$ cat config.mk
export PLATFORM = sky130hd
export DESIGN_NAME = hybrid_reaction_propensity_core
export DESIGN_NICKNAME = d
export VERILOG_FILES = /design/src/hrp_pkg.sv /design/src/hrp_accum.sv /design/src/hrp_mul.sv /design/src/hybrid_reaction_propensity_core.sv
export VERILOG_INCLUDE_DIRS = /design/src /design/src/src
export SDC_FILE = /design/constraint.sdc
export NUM_CORES = 2
export LEC_CHECK = 0
export ABC_AREA = 1
export BUFFER_PORTS_ARGS = -buffer_cell sky130_fd_sc_hd__buf_2
export CAP_MARGIN = 10
export CORE_MARGIN = 2
export CORE_UTILIZATION = 57
export CTS_CLUSTER_SIZE = 40
export DETAILED_ROUTE_END_ITERATION = 12
export PLACE_DENSITY = 0.89
export SLEW_MARGIN = 30
export SYNTH_ARGS = -nofsm -noshare
export SYNTH_HDL_FRONTEND = slang
export SYNTH_SLANG_ARGS = --single-unit
$ cat constraint.sdc
create_clock -name aclk -period 19.4 [get_ports aclk]
set_clock_uncertainty 0.15 [all_clocks]
set_input_delay 1.94 -clock aclk [delete_from_list [all_inputs] [get_ports aclk]]
set_output_delay 1.94 -clock aclk [all_outputs]
set_load 0.05 [all_outputs]
$ cat src/hybrid_reaction_propensity_core_defines.svh
// Assertion macros for the top-level RTL file of the propensity core.
`ifndef HYBRID_REACTION_PROPENSITY_CORE_DEFINES_SVH
`define HYBRID_REACTION_PROPENSITY_CORE_DEFINES_SVH

`ifndef NO_ASSERTIONS
// Same-cycle implication, clocked on aclk, off during reset.
`define HRP_ASSERT(lbl, prop, msg) \
    lbl: assert property (@(posedge aclk) disable iff (!aresetn) (prop)) else $error(msg);
// Next-cycle implication, clocked on aclk, off during reset.
`define HRP_ASSERT_NEXT(lbl, ante, cons, msg) \
    lbl: assert property (@(posedge aclk) disable iff (!aresetn) (ante) |=> (cons)) \
        else $error(msg);
`else
`define HRP_ASSERT(lbl, prop, msg)
`define HRP_ASSERT_NEXT(lbl, ante, cons, msg)
`endif

`endif

$ cat src/hrp_pkg.sv
// Types, widths and codes shared by the propensity core modules.
package hrp_pkg;

    localparam int DATA_W     = 32;
    localparam int COUNT_W    = 16;
    localparam int PROP_W     = 48;
    localparam int IDX_W      = 10;
    localparam int GRID_CFG_W = 7;
    localparam int CFG_IDX_W  = 4;
    localparam int PROD_W     = 64;
    localparam int S_TDATA_W  = 88;
    localparam int M_TDATA_W  = 336;

    typedef logic [DATA_W-1:0]  word_t;
    typedef logic [PROP_W-1:0]  prop_t;
    typedef logic [PROD_W-1:0]  prod_t;
    typedef logic [3:0]         op_t;
    typedef logic [CFG_IDX_W-1:0] cfg_idx_t;

    localparam prop_t MAX48 = '1;

    // register indexes of the configuration port
    localparam cfg_idx_t CFG_GRID      = 4'd0;
    localparam cfg_idx_t CFG_STEP      = 4'd1;
    localparam cfg_idx_t CFG_DENSITY   = 4'd2;
    localparam cfg_idx_t CFG_JUMP      = 4'd3;
    localparam cfg_idx_t CFG_PROD      = 4'd4;
    localparam cfg_idx_t CFG_DEGRADE   = 4'd5;
    localparam cfg_idx_t CFG_CONVERT   = 4'd6;
    localparam cfg_idx_t CFG_THRESHOLD = 4'd7;

    // multiply steps of the per-compartment sequence, in issue order
    localparam op_t OP_SUM_LO = 4'd0;
    localparam op_t OP_SUM_HI = 4'd1;
    localparam op_t OP_DIFF   = 4'd2;
    localparam op_t OP_PROD   = 4'd3;
    localparam op_t OP_NN     = 4'd4;
    localparam op_t OP_CONT   = 4'd5;
    localparam op_t OP_PAIR   = 4'd6;
    localparam op_t OP_T      = 4'd7;
    localparam op_t OP_DISC   = 4'd8;
    localparam op_t OP_MIX_LO = 4'd9;
    localparam op_t OP_MIX_HI = 4'd10;
    localparam op_t OP_LAST   = OP_MIX_HI;

    // compartment close event from the sample accumulator
    typedef struct packed {
        logic             close;
        logic             above;
        logic             is_end;
        logic [IDX_W-1:0] idx;
    } hrp_close_t;

endpackage

$ cat src/hrp_accum.sv
// Sample accumulator: grid counter, mass sum, density check and compartment counter.
module hrp_accum import hrp_pkg::*; #(
    parameter int MAX_GRID         = 64,
    parameter int MAX_COMPARTMENTS = 1024,
    parameter int SUM_W            = 32 + $clog2(MAX_GRID)
) (
    input  logic                  aclk,
    input  logic                  aresetn,
    input  logic                  accept,
    input  word_t                 pde_value,
    input  logic                  domain_last,
    input  logic [GRID_CFG_W-1:0] grid_cfg,
    input  word_t                 density_limit,
    output hrp_close_t            close_info,
    output logic [SUM_W-1:0]      sum_total
);

    localparam int GC_W  = $clog2(MAX_GRID + 1);
    localparam int GW    = (GC_W > GRID_CFG_W) ? GC_W : GRID_CFG_W;
    localparam int CNT_W = $clog2(MAX_COMPARTMENTS);

    logic [GC_W-1:0]  grid_count_reg, grid_count_next;
    logic [SUM_W-1:0] mass_sum_reg, mass_sum_next;
    logic             all_above_reg, all_above_next;
    logic [CNT_W-1:0] comp_cnt_reg, comp_cnt_next;

    logic [GW-1:0]    grid_eff;
    logic [GW-1:0]    grid_inc;
    logic             sample_above;
    logic             closing;

    always_comb begin
        // zero acts as one, oversize clips to the maximum
        if (grid_cfg == '0) begin
            grid_eff = GW'(1);
        end else if (GW'(grid_cfg) > GW'(MAX_GRID)) begin
            grid_eff = GW'(MAX_GRID);
        end else begin
            grid_eff = GW'(grid_cfg);
        end
    end

    assign grid_inc     = GW'(grid_count_reg) + GW'(1);
    assign closing      = (grid_inc >= grid_eff);
    assign sample_above = (pde_value > density_limit);
    assign sum_total    = mass_sum_reg + SUM_W'(pde_value);

    assign close_info.close  = accept && closing;
    assign close_info.above  = all_above_reg && sample_above;
    assign close_info.is_end = (comp_cnt_reg == '0) || domain_last;
    assign close_info.idx    = IDX_W'(comp_cnt_reg);

    always_comb begin
        grid_count_next = grid_count_reg;
        mass_sum_next   = mass_sum_reg;
        all_above_next  = all_above_reg;
        comp_cnt_next   = comp_cnt_reg;
        if (accept) begin
            if (closing) begin
                grid_count_next = '0;
                mass_sum_next   = '0;
                all_above_next  = 1'b1;
                if (domain_last || comp_cnt_reg == CNT_W'(MAX_COMPARTMENTS - 1)) begin
                    comp_cnt_next = '0;
                end else begin
                    comp_cnt_next = comp_cnt_reg + CNT_W'(1);
                end
            end else begin
                grid_count_next = GC_W'(grid_inc);
                mass_sum_next   = sum_total;
                all_above_next  = all_above_reg && sample_above;
            end
        end
    end

    always_ff @(posedge aclk) begin
        if (!aresetn) begin
            grid_count_reg <= '0;
            mass_sum_reg   <= '0;
            all_above_reg  <= 1'b1;
            comp_cnt_reg   <= '0;
        end else begin
            grid_count_reg <= grid_count_next;
            mass_sum_reg   <= mass_sum_next;
            all_above_reg  <= all_above_next;
            comp_cnt_reg   <= comp_cnt_next;
        end
    end

endmodule

$ cat src/hrp_mul.sv
// Shared 32x32 unsigned multiplier with a registered product.
module hrp_mul import hrp_pkg::*; (
    input  logic  aclk,
    input  logic  en,
    input  word_t op_a,
    input  word_t op_b,
    output prod_t prod_reg
);

    always_ff @(posedge aclk) begin
        if (en) begin
            prod_reg <= PROD_W'(op_a) * PROD_W'(op_b);
        end
    end

endmodule

$ cat src/hybrid_reaction_propensity_core.sv
// Top level of the hybrid reaction propensity core: sequencer, result register.
//
//  channel | direction | handshake                  | content
//  s_      | in        | s_tvalid / s_tready        | one grid sample per request
//  m_      | out       | m_tvalid / m_tready        | one result per compartment
//  cfg_    | in        | cfg_valid / cfg_ready      | register index and data
//
// A sample that does not close its compartment is taken while the core stays idle and ready.
// A closing sample starts eleven steps on the shared multiplier, a drain state and a load
// state; the next request is taken after the load, once the result register is free.
// Reset (aresetn low, synchronous) clears counters, sequencer and valid flags.
// A stalled m_tready holds the sequencer in its load state with s_tready low.
`include "hybrid_reaction_propensity_core_defines.svh"

module hybrid_reaction_propensity_core import hrp_pkg::*; #(
    parameter int MAX_GRID         = 64,
    parameter int MAX_COMPARTMENTS = 1024
) (
    input  logic                 aclk,
    input  logic                 aresetn,
    // pde_value[31:0], ssa_count[47:32], comb_mass[79:48], mass_flag[80], zero pad
    input  logic [S_TDATA_W-1:0] s_tdata,
    input  logic                 s_tlast,   // domain_last
    input  logic                 s_tvalid,
    output logic                 s_tready,
    // compartment_index[9:0], left_mass[41:10], block_above[42],
    // diffusion_propensity[90:43], production_propensity[138:91],
    // pair_degradation[186:139], mixed_degradation[234:187],
    // to_discrete[282:235], to_continuous[330:283], zero pad
    output logic [M_TDATA_W-1:0] m_tdata,
    output logic                 m_tlast,   // domain_end
    output logic                 m_tvalid,
    input  logic                 m_tready,
    input  logic                 cfg_valid,
    output logic                 cfg_ready,
    input  cfg_idx_t             cfg_index,
    input  word_t                cfg_data
);

    localparam int SUM_W = 32 + $clog2(MAX_GRID);

    localparam logic [1:0] ST_IDLE  = 2'd0;
    localparam logic [1:0] ST_RUN   = 2'd1;
    localparam logic [1:0] ST_DRAIN = 2'd2;
    localparam logic [1:0] ST_WAIT  = 2'd3;

    // configuration
    logic [GRID_CFG_W-1:0] grid_reg;
    word_t step_reg, density_reg, jump_reg, prod_rate_reg;
    word_t degrade_reg, convert_reg, threshold_reg;

    // input fields
    word_t                pde_value, comb_mass;
    logic [COUNT_W-1:0]   ssa_count;
    logic                 mass_flag;
    logic                 s_accept;

    hrp_close_t           close_info;
    logic [SUM_W-1:0]     sum_total;

    // captured compartment
    logic [SUM_W-1:0]     job_sum_reg;
    logic                 job_above_reg, job_end_reg, job_last_reg, job_flag_reg;
    logic [IDX_W-1:0]     job_idx_reg;
    logic [COUNT_W-1:0]   job_n_reg;
    word_t                job_cm_reg;

    // sequencer
    logic [1:0]           state_reg, state_next;
    op_t                  op_reg, op_next;
    logic                 post_vld_reg, post_vld_next;
    op_t                  post_op_reg, post_op_next;
    logic                 issue;
    word_t                mul_a, mul_b;
    prod_t                prod_reg;
    logic [PROD_W-1:0]    sum_ext;
    logic [COUNT_W-1:0]   n_minus_1;
    logic [PROD_W:0]      hi_sum;

    // working results
    prod_t                acc_reg;
    prod_t                t_reg;
    word_t                nn_reg;
    word_t                approx_reg;
    prop_t                diff_reg, prodp_reg, pair_reg, mixed_reg, disc_reg, cont_reg;

    logic                 m_tvalid_reg;
    logic [M_TDATA_W-1:0] m_tdata_reg;
    logic                 m_tlast_reg;
    logic                 out_load;

    assign pde_value = s_tdata[31:0];
    assign ssa_count = s_tdata[47:32];
    assign comb_mass = s_tdata[79:48];
    assign mass_flag = s_tdata[80];

    assign s_tready  = (state_reg == ST_IDLE);
    assign s_accept  = s_tvalid && s_tready;
    assign cfg_ready = 1'b1;

    always_ff @(posedge aclk) begin
        if (!aresetn) begin
            grid_reg      <= GRID_CFG_W'(4);
            step_reg      <= 32'h0001_0000;
            density_reg   <= 32'h0001_0000;
            jump_reg      <= '0;
            prod_rate_reg <= '0;
            degrade_reg   <= '0;
            convert_reg   <= '0;
            threshold_reg <= '0;
        end else if (cfg_valid) begin
            unique case (cfg_index)
                CFG_GRID:      grid_reg      <= cfg_data[GRID_CFG_W-1:0];
                CFG_STEP:      step_reg      <= cfg_data;
                CFG_DENSITY:   density_reg   <= cfg_data;
                CFG_JUMP:      jump_reg      <= cfg_data;
                CFG_PROD:      prod_rate_reg <= cfg_data;
                CFG_DEGRADE:   degrade_reg   <= cfg_data;
                CFG_CONVERT:   convert_reg   <= cfg_data;
                CFG_THRESHOLD: threshold_reg <= cfg_data;
                default: ;
            endcase
        end
    end

    hrp_accum #(
        .MAX_GRID         (MAX_GRID),
        .MAX_COMPARTMENTS (MAX_COMPARTMENTS),
        .SUM_W            (SUM_W)
    ) u_accum (
        .aclk          (aclk),
        .aresetn       (aresetn),
        .accept        (s_accept),
        .pde_value     (pde_value),
        .domain_last   (s_tlast),
        .grid_cfg      (grid_reg),
        .density_limit (density_reg),
        .close_info    (close_info),
        .sum_total     (sum_total)
    );

    // latch the closing sample
    always_ff @(posedge aclk) begin
        if (close_info.close) begin
            job_sum_reg   <= sum_total;
            job_above_reg <= close_info.above;
            job_end_reg   <= close_info.is_end;
            job_idx_reg   <= close_info.idx;
            job_last_reg  <= s_tlast;
            job_flag_reg  <= mass_flag;
            job_n_reg     <= ssa_count;
            job_cm_reg    <= comb_mass;
        end
    end

    assign out_load = (state_reg == ST_WAIT) && (!m_tvalid_reg || m_tready);
    assign issue    = (state_reg == ST_RUN);

    always_comb begin
        state_next    = state_reg;
        op_next       = op_reg;
        post_vld_next = 1'b0;
        post_op_next  = post_op_reg;
        unique case (state_reg)
            ST_IDLE: begin
                if (close_info.close) begin
                    state_next = ST_RUN;
                    op_next    = OP_SUM_LO;
                end
            end
            ST_RUN: begin
                post_vld_next = 1'b1;
                post_op_next  = op_reg;
                if (op_reg == OP_LAST) begin
                    state_next = ST_DRAIN;
                end else begin
                    op_next = op_reg + op_t'(1);
                end
            end
            ST_DRAIN: state_next = ST_WAIT;
            ST_WAIT: begin
                if (out_load) begin
                    state_next = ST_IDLE;
                end
            end
            default: state_next = ST_IDLE;
        endcase
    end

    always_ff @(posedge aclk) begin
        if (!aresetn) begin
            state_reg    <= ST_IDLE;
            op_reg       <= OP_SUM_LO;
            post_vld_reg <= 1'b0;
            post_op_reg  <= OP_SUM_LO;
        end else begin
            state_reg    <= state_next;
            op_reg       <= op_next;
            post_vld_reg <= post_vld_next;
            post_op_reg  <= post_op_next;
        end
    end

    assign sum_ext   = PROD_W'(job_sum_reg);
    assign n_minus_1 = job_n_reg - COUNT_W'(1);

    always_comb begin
        unique case (op_reg)
            OP_SUM_LO: begin mul_a = sum_ext[31:0];  mul_b = step_reg; end
            OP_SUM_HI: begin mul_a = sum_ext[63:32]; mul_b = step_reg; end
            OP_DIFF:   begin mul_a = jump_reg;       mul_b = DATA_W'(job_n_reg); end
            OP_PROD:   begin mul_a = job_cm_reg;     mul_b = prod_rate_reg; end
            OP_NN:     begin mul_a = DATA_W'(job_n_reg); mul_b = DATA_W'(n_minus_1); end
            OP_CONT:   begin mul_a = convert_reg;    mul_b = DATA_W'(job_n_reg); end
            OP_PAIR:   begin mul_a = degrade_reg;    mul_b = nn_reg; end
            OP_T:      begin mul_a = degrade_reg;    mul_b = approx_reg; end
            OP_DISC:   begin mul_a = approx_reg;     mul_b = convert_reg; end
            OP_MIX_LO: begin mul_a = t_reg[31:0];    mul_b = DATA_W'(job_n_reg); end
            OP_MIX_HI: begin mul_a = t_reg[63:32];   mul_b = DATA_W'(job_n_reg); end
            default:   begin mul_a = '0;             mul_b = '0; end
        endcase
    end

    hrp_mul u_mul (
        .aclk     (aclk),
        .en       (issue),
        .op_a     (mul_a),
        .op_b     (mul_b),
        .prod_reg (prod_reg)
    );

    // upper half of a two-part product: high partial plus carry-in word
    assign hi_sum = (PROD_W + 1)'(prod_reg) + (PROD_W + 1)'(acc_reg[63:32]);

    always_ff @(posedge aclk) begin
        if (post_vld_reg) begin
            unique case (post_op_reg)
                OP_SUM_LO: acc_reg <= prod_reg;
                OP_SUM_HI: begin
                    if (hi_sum[PROD_W:16] != '0) begin
                        approx_reg <= '1;
                    end else begin
                        approx_reg <= {hi_sum[15:0], acc_reg[31:16]};
                    end
                end
                OP_DIFF: begin
                    if (job_end_reg) begin
                        diff_reg <= prod_reg[47:0];
                    end else if (prod_reg[47]) begin
                        diff_reg <= MAX48;
                    end else begin
                        diff_reg <= {prod_reg[46:0], 1'b0};
                    end
                end
                OP_PROD:   prodp_reg <= job_above_reg ? prod_reg[63:16] : '0;
                OP_NN:     nn_reg    <= prod_reg[31:0];
                OP_CONT:   cont_reg  <= (job_cm_reg >= threshold_reg) ? prod_reg[47:0] : '0;
                OP_PAIR:   pair_reg  <= (prod_reg[63:48] != '0) ? MAX48 : prod_reg[47:0];
                OP_T:      t_reg     <= prod_reg;
                OP_DISC: begin
                    disc_reg <= (job_cm_reg < threshold_reg && job_flag_reg) ?
                                prod_reg[63:16] : '0;
                end
                OP_MIX_LO: acc_reg <= prod_reg;
                OP_MIX_HI: begin
                    // product carries the factor two: take bits 62..15, saturate above
                    if (hi_sum[PROD_W:31] != '0) begin
                        mixed_reg <= MAX48;
                    end else begin
                        mixed_reg <= {hi_sum[30:0], acc_reg[31:15]};
                    end
                end
                default: ;
            endcase
        end
    end

    always_ff @(posedge aclk) begin
        if (!aresetn) begin
            m_tvalid_reg <= 1'b0;
        end else if (out_load) begin
            m_tvalid_reg <= 1'b1;
        end else if (m_tready) begin
            m_tvalid_reg <= 1'b0;
        end
    end

    always_ff @(posedge aclk) begin
        if (out_load) begin
            m_tdata_reg <= M_TDATA_W'({cont_reg, disc_reg, mixed_reg, pair_reg,
                                       prodp_reg, diff_reg, job_above_reg,
                                       approx_reg, job_idx_reg});
            m_tlast_reg <= job_last_reg;
        end
    end

    assign m_tvalid = m_tvalid_reg;
    assign m_tdata  = m_tdata_reg;
    assign m_tlast  = m_tlast_reg;

    `HRP_ASSERT(a_idle_no_post, s_tready |-> !post_vld_reg, "post step active while idle")
    `HRP_ASSERT_NEXT(a_close_starts, s_accept && close_info.close,
                     (state_reg == ST_RUN) && (op_reg == OP_SUM_LO),
                     "closing request did not start the sequence")
    `HRP_ASSERT_NEXT(a_load_shows, out_load, m_tvalid && s_tready,
                     "result load did not show a result")

endmodule
==> summary.md <==
| Metric | Value |
|---|---|
| Clock-pin slew on the worst setup and hold paths | `70 ps` |
| RSZ-0062 raised after global routing | `false` |
| Top achievable clock speed | `roughly 0.09 GHz` |
| Residual DRC | `0` |
| Cell type of the slowest stage on the worst timing path | `sky130_fd_sc_hd__nor3_1` |
| Fin Setup TNS | `0 ps` |
| Biggest area contributors in the synthesized netlist | `sky130_fd_sc_hd__edfxtp_1 33%, sky130_fd_sc_hd__fa_1 21%, sky130_fd_sc_hd__nand2_1 8.6%` |
| Kind of cell adding the most delay to the critical path | `adder cells` |
| IR drop worst, VDD | `about 220 µV` |
| Violation count after the first detailed-routing iteration | `9,199` |
| Cell repeated most along the worst path | `sky130_fd_sc_hd__inv_1` |
| Clock buffer count from CTS | `~110` |
| Max-slew headroom | `19.0%` |
| First-pass iteration count of the detailed router | `9` |
| Vias in the first global route | `70,800` |
| Detailed-route via count | `70,200` |
| Crit path launch | `op_reg[1]` |
| Number of library cell types mapped by synthesis | `57` |
| Max-slew violation count | `0` |
| Worst Setup End Kind | `flip-flop` |
| Max Fanout on Critical Path | `29` |
| CTS H-Tree Depth | `3` |
| Met3 wire length | `between 30 and 40 mm` |
| Final Hold Violating Endpoints | `0` |
| Crit path DAT | `between 10,000 and 15,000 ps` |
| Clock tree from TritonCTS | `built` |
| Detailed-routed wire length on met2 | `132 mm` |
| Critical path buffer and inverter count | `13` |
| RR Startpoint | `op_reg[1]` |
| Tmin final | `10,890 ps` |
| Initial core utilization | `57.3%` |
| Min setup slack post-route | `8510 ps` |
| Post-detail-place hpwl | `~210 mm` |
| Top routing layer in use | `met5` |
| Routed length on met1 | `approximately 100 mm` |
| Share of cells above drive strength 1 | `9.25%` |
| Synthesis Warnings | `0` |
| Library cell with the highest instance count after synthesis | `sky130_fd_sc_hd__nand2_1` |
| Number of instances in the synthesized netlist | `9,255` |
| Insertion delay to the later sink of the worst-skew pair | `790 ps` |
| Placeable core area | `152,000 µm²` |
| Post-synthesis sequential area ratio | `about two fifths` |
| EDFF count, synth | `slightly below 1,000` |
| Setup-failing EPs final | `0` |
| Net count, final | `11,100` |
| Area of all placed cells without fillers | `about 96,000 µm²` |
| Flip-flop count of the largest register after layout | `331` |
| # hold bufs at CTS | `0` |
| Die area | `156,000 µm²` |
| Share of flip-flops with an asynchronous set or reset after synthesis | `0%` |
| Ratio of routed vias to standard cells | `a little under 6` |
| Clk root buf | `sky130_fd_sc_hd__clkbuf_16` |
| Synth area leader | `sky130_fd_sc_hd__edfxtp_1` |
| Buffers from clock root to sink, at most | `3` |
| Post-DP Area | `91,600 µm²` |
| Data required time of the worst path | `19,720 ps` |
| Top cells by instance count after synthesis | `1,997 x sky130_fd_sc_hd__nand2_1, 1,870 x sky130_fd_sc_hd__inv_1, 961 x sky130_fd_sc_hd__edfxtp_1, 898 x sky130_fd_sc_hd__fa_1, 835 x sky130_fd_sc_hd__nor2_1` |
| Total leakage power | `42.3 nW` |
| Critical Path Stages | `37` |
| Placed insts | `11,500` |
| Share of Yosys cell area claimed by the top area cell type | `33.2%` |
| # clock sinks | `1,260` |
| Count of cells resized by post-cts repair | `0` |
| Number of antenna violations at the first check in global routing | `24` |
| Number of max-capacitance violations reported | `0` |
| Largest net degree at the start of global routing | `125` |
| Post-placement setup slack | `8960 ps` |
| Hold WC Path Type | `flip-flop to flip-flop` |
| Delay of the slowest cell on the worst path | `730 ps` |
| Transition time of the tightest slew-check pin | `1210 ps` |
| Crit share post-route | `56.2%` |
| Register-to-Register Setup Slack | `~8500 ps` |
| Number of routed nets with antenna violations | `0` |
| Capturing point of the worst reg2reg path | `u_mul.prod_reg[38]` |
| Average routed wire per standard cell | `24.9 µm` |
| Predominant post-synthesis flop cell | `sky130_fd_sc_hd__edfxtp_1` |
| Setup bufs post-CTS | `0` |
| First-pass GRT wire length | `435 mm` |
| Setup crit start kind | `flip-flop` |
| Crit path kind | `flip-flop to flip-flop` |
| Placer congestion estimate | `1.01` |
| Number of cell rows | `143` |
| Num ports | `470` |
| Total of flip-flops plus latches after synthesis | `~1,300` |
| Die width | `roughly 390 µm` |
| Number of input and output port buffers inserted | `456` |
| Critical Path End | `u_mul.prod_reg[38]` |
| All-Layer GR Usage | `37.7%` |
| Area growth, synth to finish | `10.1%` |
| Die span in y | `395 µm` |
| Status | `finished clean` |
| Depth of the worst register-to-register path | `37` |
| Final cell count without fillers | `11,800` |
| Post-synthesis cell area | `around 87,000 µm²` |
| Total overflow reported by the global router | `0` |
| Wirelength, routed | `294 mm` |
| Pwr per Cell Area | `between 150 and 200 nW/µm²` |
| Post-synthesis average cell area | `9.40 µm²` |
metrics by stage:
| stage | total power, mW | utilization [%] | hold WS, ps |
|---|---|---|---|
| after CTS | 14.6 | 63.0 | 245 |
| after global routing | 15.7 | 63.1 | 249 |
| after floorplan | 9.09 | - | 250 |
| after detailed placement | 12.1 | 60.4 | 255 |
| after global placement | 12.0 | 60.4 | 251 |
| final | 14.9 | 63.1 | 235 |
routing by layer:
metal / global-route usage [%] / vias up
li1: - / 29800
met3: 9.90 / 1349
met1: 45.7 / 33700
met5: 0 / -
met2: 59.0 / 5368
met4: 26.1 / 24
cells in the final DEF, fill, tap and decap left out, types with 20 or more instances in the layout:
master                      synthesis  layout
sky130_fd_sc_hd__a211oi_1          29      29
sky130_fd_sc_hd__a21oi_1          362     361
sky130_fd_sc_hd__a221oi_1          52      52
sky130_fd_sc_hd__a22o_1            27      27
sky130_fd_sc_hd__a22oi_1           62      62
sky130_fd_sc_hd__a31oi_1           25      24
sky130_fd_sc_hd__buf_2            140     455
sky130_fd_sc_hd__buf_4             10     132
sky130_fd_sc_hd__clkbuf_1         173      20
sky130_fd_sc_hd__clkbuf_16          0     119
sky130_fd_sc_hd__clkinv_1          27      42
sky130_fd_sc_hd__dfxtp_1          299     299
sky130_fd_sc_hd__diode_2            0      32
sky130_fd_sc_hd__edfxtp_1         961     961
sky130_fd_sc_hd__fa_1             898     898
sky130_fd_sc_hd__ha_1             410     409
sky130_fd_sc_hd__inv_1           1870    1866
sky130_fd_sc_hd__nand2_1         1997    1993
sky130_fd_sc_hd__nand3_1          242     224
sky130_fd_sc_hd__nand3_2           21      37
sky130_fd_sc_hd__nand4_1           54      54
sky130_fd_sc_hd__nor2_1           835     817
sky130_fd_sc_hd__nor3_1            48      47
sky130_fd_sc_hd__o211ai_1          27      27
sky130_fd_sc_hd__o21ai_0          367     367
sky130_fd_sc_hd__xnor2_1           38      38
sky130_fd_sc_hd__xor2_1            80      80
final cells by class:
cell class | instances | area (µm²)
clock buffer | 145 | 3140
antenna | 32 | 80.1
tap | 2030 | 2540
timing repair buffer | 590 | 3300
inverter | 1909 | 7170
fill | 11800 | 56000
sequential | 1260 | 34800
multi-input combinational | 5754 | 43800
clock inverter | 71 | 910
worst min-delay path by stage:
stage                   start      endpoint  slack [ps]  cells past startpoint
3_3_place_gp     disc_reg[45]  m_tdata[280]         250                      0
5_1_grt         mixed_reg[38]  m_tdata[225]         250                      0
2_1_floorplan  job_idx_reg[0]    m_tdata[0]         250                      0
3_5_place_dp    prodp_reg[12]  m_tdata[103]         250                      0
6_report         pair_reg[44]  m_tdata[183]         240                      0
4_1_cts          disc_reg[24]  m_tdata[259]         240                      0
logic make-up (layout without fill, tap and decap cells):
logic type,count (synthesis),after routing,share of synthesized area (%)
simple gates,3291,3291,15.3
buf+inv,2245,2715,9.99
fa+ha+maj,1308,1308,26.6
flops,1260,1260,40.1
compound gates,1031,1031,6.88
xor+xnor,118,118,1.19
other cells,2,38,0.00863
where the power goes:
| group | internal (mW) | switching (mW) |
|---|---|---|
| Sequential | 3.38 | 0.293 |
| Combinational | 2.71 | 6.08 |
| Clock | 1.35 | 1.09 |
| Total | 7.44 | 7.46 |
worst reg2reg max path, delay by kind of cell, from the launching register on:
family,cells,cell delay (ps)
adders and majority gates,10,4320
buffers and inverters,13,1890
and+or+nand+nor,9,1820
AOI/OAI and AO/OA,4,1600
xor gates and xnor gates,1,420
DFF,1,390
Power figures use the tool's default switching activity.
